File: src/hw/rtl/sebs_pkg.sv
package sebs_pkg;

  localparam int MaxLanes = 8;
  localparam int DefLanes = 8;
  localparam int CfgAddrW = 4;

  localparam logic [31:0] ScaleReset = 32'h3F80_0000;
  localparam logic [31:0] QNan       = 32'h7FC0_0000;

  typedef enum logic [1:0] {
    REG_SCALE = 2'd0,
    REG_WFMT  = 2'd1,
    REG_OFMT  = 2'd2
  } reg_idx_e;

  typedef enum logic [1:0] {
    OFMT_FP32 = 2'd0,
    OFMT_INT8 = 2'd1,
    OFMT_FP8  = 2'd2
  } ofmt_e;

  typedef enum logic {
    WFMT_INT8 = 1'b0,
    WFMT_FP8  = 1'b1
  } wfmt_e;

  typedef struct packed {
    logic        last_of_bag;
    logic        first_of_bag;
    logic [63:0] weight_bytes;
  } in_item_t;

  typedef struct packed {
    logic [63:0] lanes_six_seven;
    logic [63:0] lanes_four_five;
    logic [63:0] lanes_two_three;
    logic [63:0] lanes_zero_one;
  } out_item_t;

  // scale unpacked and normalized
  typedef struct packed {
    logic              sign;
    logic              nan;
    logic              inf;
    logic              zero;
    logic signed [9:0] exp;
    logic [23:0]       man;
  } scale_t;

  typedef struct packed {
    logic ld_a;
    logic ld_b;
  } sc_ctrl_t;

  function automatic logic [4:0] lzc27(input logic [26:0] v);
    logic [4:0] n;
    logic       found;
    n     = 5'd27;
    found = 1'b0;
    for (int i = 26; i >= 0; i--) begin
      if (!found && v[i]) begin
        n     = 5'(26 - i);
        found = 1'b1;
      end
    end
    return n;
  endfunction

endpackage

File: src/hw/rtl/sebs_lane.sv
module sebs_lane import sebs_pkg::*; (
  input  logic        clk_i,
  input  logic        rst_ni,
  input  logic        acc_i,
  input  logic        first_i,
  input  logic        wfmt_i,
  input  logic [7:0]  byte_i,
  output logic [31:0] sum_d_o
);

  function automatic logic [31:0] dec_int8(input logic [7:0] b);
    logic [7:0]  mag;
    logic [7:0]  norm;
    logic [4:0]  lz;
    logic [31:0] r;
    mag = b[7] ? (8'd0 - b) : b;
    lz  = lzc27({mag, 19'd0});
    norm = mag << lz;
    if (mag == 8'd0) begin
      r = 32'd0;
    end else begin
      r = {b[7], 8'd134 - 8'(lz), norm[6:0], 16'd0};
    end
    return r;
  endfunction

  function automatic logic [31:0] dec_fp8(input logic [7:0] b);
    logic [3:0]  e;
    logic [2:0]  m;
    logic [2:0]  norm;
    logic [4:0]  lz;
    logic [31:0] r;
    e    = b[6:3];
    m    = b[2:0];
    lz   = lzc27({m, 24'd0});
    norm = m << lz;
    if (e == 4'hF && m == 3'h7) begin
      r = QNan | {b[7], 31'd0};
    end else if (e == 4'd0) begin
      if (m == 3'd0) begin
        r = {b[7], 31'd0};
      end else begin
        r = {b[7], 8'd120 - 8'(lz), norm[1:0], 21'd0};
      end
    end else begin
      r = {b[7], 8'(e) + 8'd120, m, 20'd0};
    end
    return r;
  endfunction

  function automatic logic [31:0] fadd(input logic [31:0] a, input logic [31:0] b);
    logic        a_nan, b_nan, a_inf, b_inf;
    logic        sbig, ssml, sub, stk, rnd;
    logic [30:0] big, sml;
    logic [7:0]  eb, d;
    logic [26:0] mb, ms, msh;
    logic [27:0] s;
    logic [26:0] n;
    logic [4:0]  lz;
    logic [8:0]  e;
    logic [31:0] r;
    a_nan = (&a[30:23]) && (|a[22:0]);
    b_nan = (&b[30:23]) && (|b[22:0]);
    a_inf = (&a[30:23]) && !(|a[22:0]);
    b_inf = (&b[30:23]) && !(|b[22:0]);
    if (a[30:0] >= b[30:0]) begin
      big = a[30:0]; sbig = a[31]; sml = b[30:0]; ssml = b[31];
    end else begin
      big = b[30:0]; sbig = b[31]; sml = a[30:0]; ssml = a[31];
    end
    eb  = big[30:23];
    d   = eb - sml[30:23];
    mb  = {1'b1, big[22:0], 3'b000};
    ms  = {1'b1, sml[22:0], 3'b000};
    if (d > 8'd26) begin
      msh = 27'd0;
      stk = 1'b1;
    end else begin
      msh = ms >> d;
      stk = |(ms & ~(27'h7FF_FFFF << d));
    end
    msh[0] = msh[0] | stk;
    sub = sbig ^ ssml;
    s   = sub ? ({1'b0, mb} - {1'b0, msh}) : ({1'b0, mb} + {1'b0, msh});
    lz  = lzc27(s[26:0]);
    if (s[27]) begin
      n = {s[27:2], s[1] | s[0]};
      e = {1'b0, eb} + 9'd1;
    end else begin
      n = s[26:0] << lz;
      e = {1'b0, eb} - 9'(lz);
    end
    rnd = n[2] & (n[1] | n[0] | n[3]);
    if (a_nan || b_nan || (a_inf && b_inf && (a[31] != b[31]))) begin
      r = QNan;
    end else if (a_inf) begin
      r = a;
    end else if (b_inf) begin
      r = b;
    end else if (sml[30:23] == 8'd0) begin
      r = (eb == 8'd0) ? {sbig & ssml, 31'd0} : {sbig, big};
    end else if (s == 28'd0) begin
      r = 32'd0;
    end else if (!s[27] && ({1'b0, eb} <= 9'(lz))) begin
      r = {sbig, 31'd0};
    end else if (e >= 9'd255) begin
      r = {sbig, 8'hFF, 23'd0};
    end else begin
      r = {sbig, 31'({e[7:0], n[25:3]}) + 31'(rnd)};
    end
    return r;
  endfunction

  logic [31:0] val;
  logic [31:0] sum_d, sum_q;

  always_comb begin
    val   = (wfmt_i == WFMT_FP8) ? dec_fp8(byte_i) : dec_int8(byte_i);
    sum_d = first_i ? val : fadd(sum_q, val);
  end

  always_ff @(posedge clk_i or negedge rst_ni) begin
    if (!rst_ni) begin
      sum_q <= 32'd0;
    end else if (acc_i) begin
      sum_q <= sum_d;
    end
  end

  assign sum_d_o = sum_d;

endmodule

File: config.mk
export PLATFORM = sky130hd
export DESIGN_NAME = sebs_lane
export DESIGN_NICKNAME = d
export VERILOG_FILES = /design/src/hw/rtl/sebs_pkg.sv /design/src/hw/rtl/sebs_lane.sv
export SDC_FILE = /design/constraint.sdc
export NUM_CORES = 1
export LEC_CHECK = 0
export ABC_AREA = 1
export BUFFER_PORTS_ARGS = -buffer_cell sky130_fd_sc_hd__buf_4
export CAP_MARGIN = 10
export CORE_AREA = 2 2 149 151
export DETAILED_ROUTE_END_ITERATION = 16
export DIE_AREA = 0 0 151 153
export GPL_TIMING_DRIVEN = 0
export PLACE_DENSITY_LB_ADDON = 0.15
export SLEW_MARGIN = 10
export SYNTH_ARGS = -nofsm -noshare
export SYNTH_HDL_FRONTEND = slang
export SYNTH_SLANG_ARGS = --single-unit
File: constraint.sdc
create_clock -name clk_i -period 21 [get_ports clk_i]
set_input_delay 2.1 -clock clk_i [delete_from_list [all_inputs] [get_ports clk_i]]
set_output_delay 2.1 -clock clk_i [all_outputs]
set_load 0.02 [all_outputs]
Yosys cells after proc, flatten, opt, wreduce, memory -nomap -nowiden
Index checks and enable logic that the tools add are counted.
{"block": "totals", "ff_bits": 32, "inputBits": 13, "output_inout_bits": 32, "elab_cells": 223}
{"block": "op_classes", "addsub": 10, "magnitude_cmp": 4, "eq_ne": 3, "n_shift": 5, "muxes": 97, "bitwise_logic": 9, "reduce_logical": 94}
{"operator": "2-to-1 mux 32 bit", "count": 9}
{"operator": "2-to-1 mux 31 bit", "count": 7}
{"operator": "2-to-1 mux 5 bit", "count": 38}
{"operator": "OR reduction 23 bit", "count": 2}
{"operator": "logical AND 1 bit", "count": 43}
{"operator": "zero test 1 bit", "count": 38}
{"operator": "2-to-1 mux 1 bit", "count": 38}
{"operator": "adder 31 x 1 -> 31 bit", "count": 1}
{"operator": ">= comparator 31 bit", "count": 1}
{"operator": "adder 27 x 27 -> 28 bit", "count": 1}
{"operator": "zero test 28 bit", "count": 1}
{"operator": "2-to-1 mux 28 bit", "count": 1}
{"operator": "subtractor 27 x 27 -> 28 bit", "count": 1}
{"operator": "bitwise AND 27 bit", "count": 1}
{"operator": "2-to-1 mux 27 bit", "count": 1}
{"operator": "inverter 27 bit", "count": 1}
{"operator": "OR reduction 27 bit", "count": 1}
{"operator": "<< shifter 27 x 5 -> 26 bit", "count": 1}
{"operator": "<< shifter 27 x 8 -> 27 bit (first input constant)", "count": 1}
{"operator": ">> shifter 27 x 8 -> 27 bit", "count": 1}
{"operator": "2-to-1 mux 26 bit", "count": 1}
{"operator": "zero test 8 bit", "count": 3}
{"operator": "AND reduction 8 bit", "count": 2}
{"operator": "adder 8 x 1 -> 9 bit (second input constant)", "count": 1}
{"operator": "22 further kinds", "count": 27}

Longest topological paths before layout
Gate-level depths: netlist (run 1).
{"block": "logic_depth", "depth_word": 131, "ltp_mapped": 117, "mapped_depth_nobuf": 115}

Worst setup path after synthesis (run 1)
Ideal clock, no wire load.
{"block": "synth_path", "path_type": "input-to-output", "from": "input byte_i[1]", "to": "output sum_d_o[6]", "arrival_time_ps": 15255, "required_ps": 18900, "path_slack_ps": 3645, "path_stages": 108, "n_path_buf": 4, "cell_sequence": "inv_1 -> ha_1 -> nand2_1 -> nand2_1 -> nand2_1 -> nand2_1 -> nand2_1 -> nor2_2 -> nand3_1 -> nor2_1 -> nand3_1 -> ha_1 -> nor2_1 -> a31oi_1 -> o21a_1 -> inv_1 -> ha_1 -> nand2_1 -> (+72 left out) -> ha_1 -> a21oi_1 -> o21ai_0 -> a21oi_1 -> o21ai_0 -> or2_2 -> o22ai_1 -> xor2_1 -> nor3_1 -> nor2_1 -> inv_1 -> nor2_1 -> inv_1 -> nor2_1 -> inv_1 -> a21oi_1 -> o21ai_1 -> a211oi_1"}
{"block": "synth_via", "elab_chain_len": 131, "elab_cells_between_ends": 210, "classes_between": "add/sub: 9; order compare: 4; eq/ne: 2; shift: 5; mux: 95; bitwise: 8; reduce/logical: 87"}
{"element": "from (decl)", "line_no": "sebs_lane.sv:7", "text": "input logic [7:0] byte_i,"}
{"element": "subtractor 1 x 8 -> 8 bit", "line_no": "sebs_lane.sv:16", "text": "mag = b[7] ? (8'd0 - b) : b;"}
{"element": "2-to-1 mux 8 bit", "line_no": "sebs_lane.sv:16"}
{"element": "2-to-1 mux 1 bit", "line_no": "sebs_pkg.sv:61", "text": "if (!found && v[i]) begin"}
{"element": "zero test 1 bit", "line_no": "sebs_pkg.sv:61"}
{"element": "logical AND 1 bit", "line_no": "sebs_pkg.sv:61"}
{"element": "2-to-1 mux 1 bit", "line_no": "sebs_pkg.sv:61"}
{"element": "zero test 1 bit", "line_no": "sebs_pkg.sv:61"}
{"element": "logical AND 1 bit", "line_no": "sebs_pkg.sv:61"}
{"element": "(+115 left out)"}
{"element": "2-to-1 mux 31 bit", "line_no": "sebs_lane.sv:106", "text": "end else if (e >= 9'd255) begin"}
{"element": "2-to-1 mux 31 bit", "line_no": "sebs_lane.sv:104", "text": "end else if (!s[27] && ({1'b0, eb} <= 9'(lz))) begin"}
{"element": "2-to-1 mux 32 bit", "line_no": "sebs_lane.sv:102", "text": "end else if (s == 28'd0) begin"}
{"element": "2-to-1 mux 32 bit", "line_no": "sebs_lane.sv:100", "text": "end else if (sml[30:23] == 8'd0) begin"}
{"element": "2-to-1 mux 32 bit", "line_no": "sebs_lane.sv:98", "text": "end else if (b_inf) begin"}
{"element": "2-to-1 mux 32 bit", "line_no": "sebs_lane.sv:96", "text": "end else if (a_inf) begin"}
{"element": "2-to-1 mux 32 bit", "line_no": "sebs_lane.sv:94", "text": "if (a_nan || b_nan || (a_inf && b_inf && (a[31] != b[31]))) begin"}
{"element": "2-to-1 mux 32 bit *", "line_no": "sebs_lane.sv:119", "text": "sum_d = first_i ? val : fadd(sum_q, val);"}
{"element": "to (decl)", "line_no": "sebs_lane.sv:8", "text": "output logic [31:0] sum_d_o"}
Mark *: on every way between the ends. The rest lies on a longest branch, timed or not.

Worst setup path after layout (run 1)
{"block": "layout_path", "from": "input byte_i[0]", "to": "output sum_d_o[22]"}
The elaborated chain is that of the path after synthesis.

==> flow_metrics.tcl, run 1 <==
set metrics [dict create \
    numPortBuffers 42 \
    htreeDepth 2 \
    hold_depth 2 \
    drt-initial-drc-count 2101 \
    min-delay-path-class "reg2reg" \
    critPathSlowestCell "clkbuf_1" \
    path_max_fanout 10 \
    grt_max_degree 33 \
    avgSynthCellArea_um2 5.21 \
    cts_buffers 5 \
    worstSetupEndpointType "output port" \
    fin_crit_sh_pct 95.5 \
    io_pins 45 \
    slew_headroom_pct 29.5 \
    dp_cells 2770 \
    wl_met2_um 22100 \
    yosysSeqAreaShare_pct 6.27 \
    synth_nets 2539 \
    clock-root-buffer "clkbuf_16" \
    top_regs "sum_q: 32 flops" \
    via_per_inst 6.26 \
    worstSetupPathDepth 97 \
    drive_gt1_share_pct 9.14 \
    setup_viol 0 \
    synth_edf_count 0 \
    final_cells 2785 \
    timing.fmax_ghz 0.0499 \
    synth-seq-cells 32 \
    dr_wl_met3_um 6800 \
    hold_violations 0 \
    wl_met1_um 20100 \
    grt_pass1_vias 15343 \
    grt_pass1_wl_um 80000 \
    vias 17447 \
    wire_per_inst_um 18.8 \
    core_region_area_mm2 0.0215 \
    slew_viol_final 0 \
    cts_tree "built" \
    ys.flop_type "dfrtp_1" \
    start_util_pct 59.4 \
    status "complete, no violations" \
    drtAntennaViolNets 0 \
    tightest_slew_ns 1.05 \
    clock_sinks 32 \
    synthArstFlopShare_pct 100 \
    fin_setup_tns_ns 0 \
    area_growth_syn_to_layout_pct 7.30 \
    ctsHoldBuffers 0 \
    cts.clk_slew.worst_paths_ns 0.06 \
    reg2reg_depth 80 \
    fp-row-count 54 \
    start_kind "input port" \
    antenna_cells 0 \
    antenna_found_initial 0 \
    place_hpwl_um 42900 \
    worstSkewPairLatency_ns 0.29 \
    dieHeight_um 153 \
    synth_cell_types 70 \
    cp_common_cell "nand2_1" \
    drc 0 \
    die_w_um 151 \
    largest_reg_flops 32 \
    dr.pass1.iters 7 \
    netlist_area_mm2 0.0128 \
    path_class "in2out" \
    ys_warn_count 0 \
    fin_worst_skew_ns 0.00678 \
    fillers 2228 \
    nets 2595 \
    critical_path_required_ns 18.90 \
    drt-total-wl_um 52400 \
    worst_ep_arrival_time_ns 17.95 \
    dieArea_mm2 0.0231 \
    grt_use_total_pct 43.4 \
    top_register "sum_q" \
    critical-path-top-delay-family "simple AND/OR/NAND/NOR gates" \
    dr.max_layer_used "met4" \
    syn_inst 2448 \
    cp_num_buf_inv 17 \
    max_stage_delay_ns 0.43 \
    clockBufferDepth 2 \
    place_congestion 1.12 \
    max-cap-violations 0 \
    grt-ovfl-total 0 \
    fin_crit_ns 20.05 \
]
worst register-to-register path: cells and delay by family (launching register included):
family / cells / cell delay, ns
compound gates: 18 / 3.49
fa+ha+maj: 4 / 1.28
flops: 1 / 0.43
buf+inv: 14 / 2.63
simple gates: 42 / 5.87
xor+xnor: 2 / 0.36
metal layers:
layer / up-vias / global-route usage (%)
met5: - / 0
met4: 0 / 22.8
met3: 239 / 9.13
met2: 1277 / 66.3
met1: 7739 / 57.1
li1: 8192 / -
layout by cell type (no fill, tap or decap), types with 12 or more instances in the layout:
cell type / Yosys / routed
nand2_1: 723 / 723
nand3_1: 349 / 349
inv_1: 293 / 293
nor2_1: 243 / 239
o21ai_0: 115 / 110
a21oi_1: 107 / 106
ha_1: 76 / 75
nand4_1: 72 / 72
o21ai_1: 53 / 58
buf_4: 4 / 53
clkbuf_1: 41 / 41
dfrtp_1: 32 / 32
buf_2: 30 / 30
xor2_1: 29 / 28
nor3_1: 28 / 27
inv_2: 25 / 25
nand2_2: 23 / 23
nor2_2: 13 / 14
nor2_4: 11 / 14
a31oi_1: 12 / 12
through the flow:
stage / instance area [um^2] / setup slack (ns) / utilization [%] / hold slack, ns
after floorplan: 12800 / 3.64 / - / 0.453
after global placement: 13400 / 0.290 / 62.5 / 0.467
after detailed placement: 13400 / 0.114 / 62.5 / 0.477
after CTS: 13600 / 0.0326 / 63.2 / 0.492
after global routing: 13700 / -0.0648 / 63.7 / 0.515
final: 13700 / 0.953 / 63.7 / 0.495
worst paths after layout:
kind / from / endpoint / slack, ns
setup / recovery: byte_i[0] / sum_d_o[22] / 0.95
hold / removal: sum_q[1]$_DFFE_PN0P_ / sum_q[1]$_DFFE_PN0P_ / 0.49
setup reg to reg: sum_q[28]$_DFFE_PN0P_ / sum_q[11]$_DFFE_PN0P_ / 6.85
hold reg to reg: sum_q[1]$_DFFE_PN0P_ / sum_q[1]$_DFFE_PN0P_ / 0.49
max in group asynchronous: rst_ni / sum_q[2]$_DFFE_PN0P_ / 18.91
min in group asynchronous: rst_ni / sum_q[27]$_DFFE_PN0P_ / 1.76
cells in the mapped netlist, drive strengths merged, types with 2 or more instances:
| cell | count | area [um^2] |
|---|---|---|
| nor3b | 2 | 20.0 |
| clkbuf | 41 | 154 |
| nand3 | 360 | 1870 |
| o31ai | 10 | 75.1 |
| o211ai | 10 | 75.1 |
| a31oi | 12 | 75.1 |
| xnor2 | 5 | 43.8 |
| o41ai | 2 | 25.0 |
| a2111oi | 2 | 18.8 |
| xor2 | 33 | 319 |
| and3 | 2 | 17.5 |
| inv | 318 | 1190 |
| ha | 76 | 951 |
| a21boi | 2 | 15.0 |
| clkinv | 6 | 22.5 |
| a21oi | 110 | 562 |
| nand4 | 78 | 543 |
| o21bai | 6 | 45.0 |
| nand2 | 749 | 2900 |
| or2 | 5 | 31.3 |
| a22oi | 6 | 45.0 |
| a211oi | 4 | 35.0 |
| o2111ai | 3 | 26.3 |
| a221oi | 3 | 26.3 |
| o21a | 7 | 52.6 |
| nor4 | 9 | 56.3 |
| a32o | 2 | 20.0 |
| a21o | 3 | 22.5 |
| fa | 2 | 40.0 |
| nor3 | 28 | 140 |
| nand3b | 6 | 45.0 |
| or4 | 2 | 15.0 |
| dfrtp | 32 | 801 |
| o21ai | 175 | 902 |
| a311oi | 2 | 17.5 |
| o22ai | 6 | 43.8 |
| buf | 54 | 315 |
| nor2 | 269 | 1160 |
area by class of cell:
type	count	area [um^2]	area share [%]
Clock inverter	3	23.8	0.174
Tap cell	280	350	2.56
Timing Repair Buffer	49	368	2.69
Sequential cell	32	801	5.85
Clock buffer	5	125	0.913
Inverter	324	1220	8.88
Buffer	95	470	3.43
Multi-Input combinational cell	1997	10300	75.5
cell families after synthesis:
| family | share of synthesized area, % |
|---|---|
| AO/OA/AOI/OAI | 16.6 |
| XOR/XNOR | 2.84 |
| adder cells (fa/ha/maj) | 7.76 |
| buffers and inverters | 13.2 |
| flip-flops | 6.27 |
| other | 0.0294 |
| AND/OR/NAND/NOR | 53.3 |
repair_timing:
item                       in CTS  in global routing
buffers inserted                0                  7
resized for setup               0                 21
setup endpoints to repair       0                 23
Power of run 1 is not shown: default switching activity piles up to over one toggle a cycle in this logic, so the estimate is an artifact.
==> inputs of run 2 (changes only) <==
Clock period 21 ns to 24.4 ns, I/O delays scaled along.
==> run 2 against run 1 <==
Worst hold slack lost 0.0032 ns. Sequential cell count is the same. Clock skew is essentially flat. Highest routed layer unchanged. Routed wire length shrank 0.73%. Cell area shrank 0.86%. Largest cell class unchanged. Non-clock buffer count shrank 7. Critical endpoint is now sum_d_o[6]. Sequential share of layout area grew 0.051 points. Critical path type unchanged. Die area is the same. Utilization shrank 0.55 points.
==> flow_metrics.tcl, run 2 (synthesis gave the netlist of run 1 again) <==
set metrics [dict create \
    grt_max_degree 33 \
    slew_headroom_pct 26.1 \
    fin_crit_sh_pct 91.5 \
    area_growth_syn_to_layout_pct 6.38 \
    ctsHoldBuffers 0 \
    place_congestion 1.12 \
    cts.clk_slew.worst_paths_ns 0.06 \
    htreeDepth 2 \
    worstSetupEndpointType "output port" \
    ctsResizeCount 0 \
    via_per_inst 6.27 \
    grt-ovfl-total 0 \
    top_regs "sum_q: 32 flops" \
    grt_use_total_pct 43.4 \
    cts_buffers 5 \
    tightest_slew_ns 1.10 \
    drive_gt1_share_pct 8.37 \
    path_class "in2out" \
    max-cap-violations 0 \
    cp_common_cell "nand2_1" \
    numPortBuffers 42 \
    clockBufferDepth 2 \
    place_hpwl_um 42900 \
    start_kind "input port" \
    antenna_found_initial 0 \
    drt-total-wl_um 52000 \
    status "complete, no violations" \
    top_register "sum_q" \
    vias 17410 \
    dp_slack_ns 2.83 \
    die_w_um 151 \
    timing.fmax_ghz 0.0448 \
    dieHeight_um 153 \
    drtAntennaViolNets 0 \
    grt_pass1_wl_um 80000 \
    worstSkewPairLatency_ns 0.28 \
    slew_viol_final 0 \
    rsz0062_at_grt "false" \
    critical_path_required_ns 21.96 \
    fin_crit_ns 22.31 \
    critPathSlowestCell "nor2_1" \
    wire_per_inst_um 18.7 \
    min-delay-path-class "reg2reg" \
    clock_sinks 32 \
    core_region_area_mm2 0.0215 \
    worst_ep_arrival_time_ns 19.87 \
    drt-initial-drc-count 2113 \
    setup_viol 0 \
    dieArea_mm2 0.0231 \
    io_pins 45 \
    postCtsSetupBuffers 0 \
    multi_input_area_mm2 0.0103 \
    nets 2588 \
    seq_area_um2 801 \
    grt_pass1_vias 15343 \
    clock-root-buffer "clkbuf_16" \
    fin_setup_tns_ns 0 \
    fillers 2244 \
    fp-row-count 54 \
    path_max_fanout 10 \
    cts_tree "built" \
    largest_reg_flops 32 \
    fin_worst_skew_ns 0.00717 \
    hold_violations 0 \
    dr.pass1.iters 9 \
    max_stage_delay_ns 0.59 \
    antenna_cells 0 \
    start_util_pct 59.4 \
    drc 0 \
    layout_common_cells "nand2_1 (723), nand3_1 (349), inv_1 (293)" \
    setup_ws_ns 2.09 \
    final_common_cell "nand2_1" \
]
run 2: area by class of cell:
| class | count | share of cell area, % |
|---|---|---|
| multi-input cells | 1997 | 75.7 |
| inverters | 324 | 8.96 |
| flip-flops and latches | 32 | 5.90 |
| plain buffers | 95 | 3.46 |
| well taps | 280 | 2.58 |
| repair buffers | 42 | 2.32 |
| clock buffers | 5 | 0.921 |
| clock inverters | 3 | 0.175 |
run 2: per-stage QoR:
| step | hold WS (ns) | area, um^2 | cells | util, % |
|---|---|---|---|---|
| after global routing | 0.515 | 13600 | 2778 | 63.2 |
| after detailed placement | 0.477 | 13400 | 2770 | 62.5 |
| after global placement | 0.467 | 13400 | 2770 | 62.5 |
| after floorplan | 0.453 | 12800 | 2448 | - |
| final | 0.492 | 13600 | 2778 | 63.2 |
| after CTS | 0.492 | 13600 | 2778 | 63.2 |
run 2: worst max-delay path: cells and delay by family:
| family | cells | cell delay [ns] |
|---|---|---|
| XOR/XNOR | 2 | 0.40 |
| buffers and inverters | 17 | 3.22 |
| adder cells (fa/ha/maj) | 6 | 1.90 |
| AND/OR/NAND/NOR | 48 | 7.31 |
| AO/OA/AOI/OAI | 23 | 4.51 |
run 2: routing by layer:
layer,track usage (%),vias to the layer above,routed length (um)
met5,0,-,0
met4,22.8,0,3320
met3,9.13,246,6620
met2,66.3,1267,22000
met1,57.1,7715,20100
li1,-,8182,-
run 2: path summary, 6_finish.rpt:
check | start | endpoint | slack [ns] | cells past startpoint
min in group asynchronous | rst_ni | sum_q[27]$_DFFE_PN0P_ | 2.11 | 1
hold / removal | sum_q[1]$_DFFE_PN0P_ | sum_q[1]$_DFFE_PN0P_ | 0.49 | 2
max in group asynchronous | rst_ni | sum_q[2]$_DFFE_PN0P_ | 21.97 | 1
setup / recovery | byte_i[0] | sum_d_o[6] | 2.09 | 96
setup reg to reg | sum_q[28]$_DFFE_PN0P_ | sum_q[6]$_DFFE_PN0P_ | 8.80 | 79
hold reg to reg | sum_q[1]$_DFFE_PN0P_ | sum_q[1]$_DFFE_PN0P_ | 0.49 | 2
Power of run 2 is left out for the same reason.
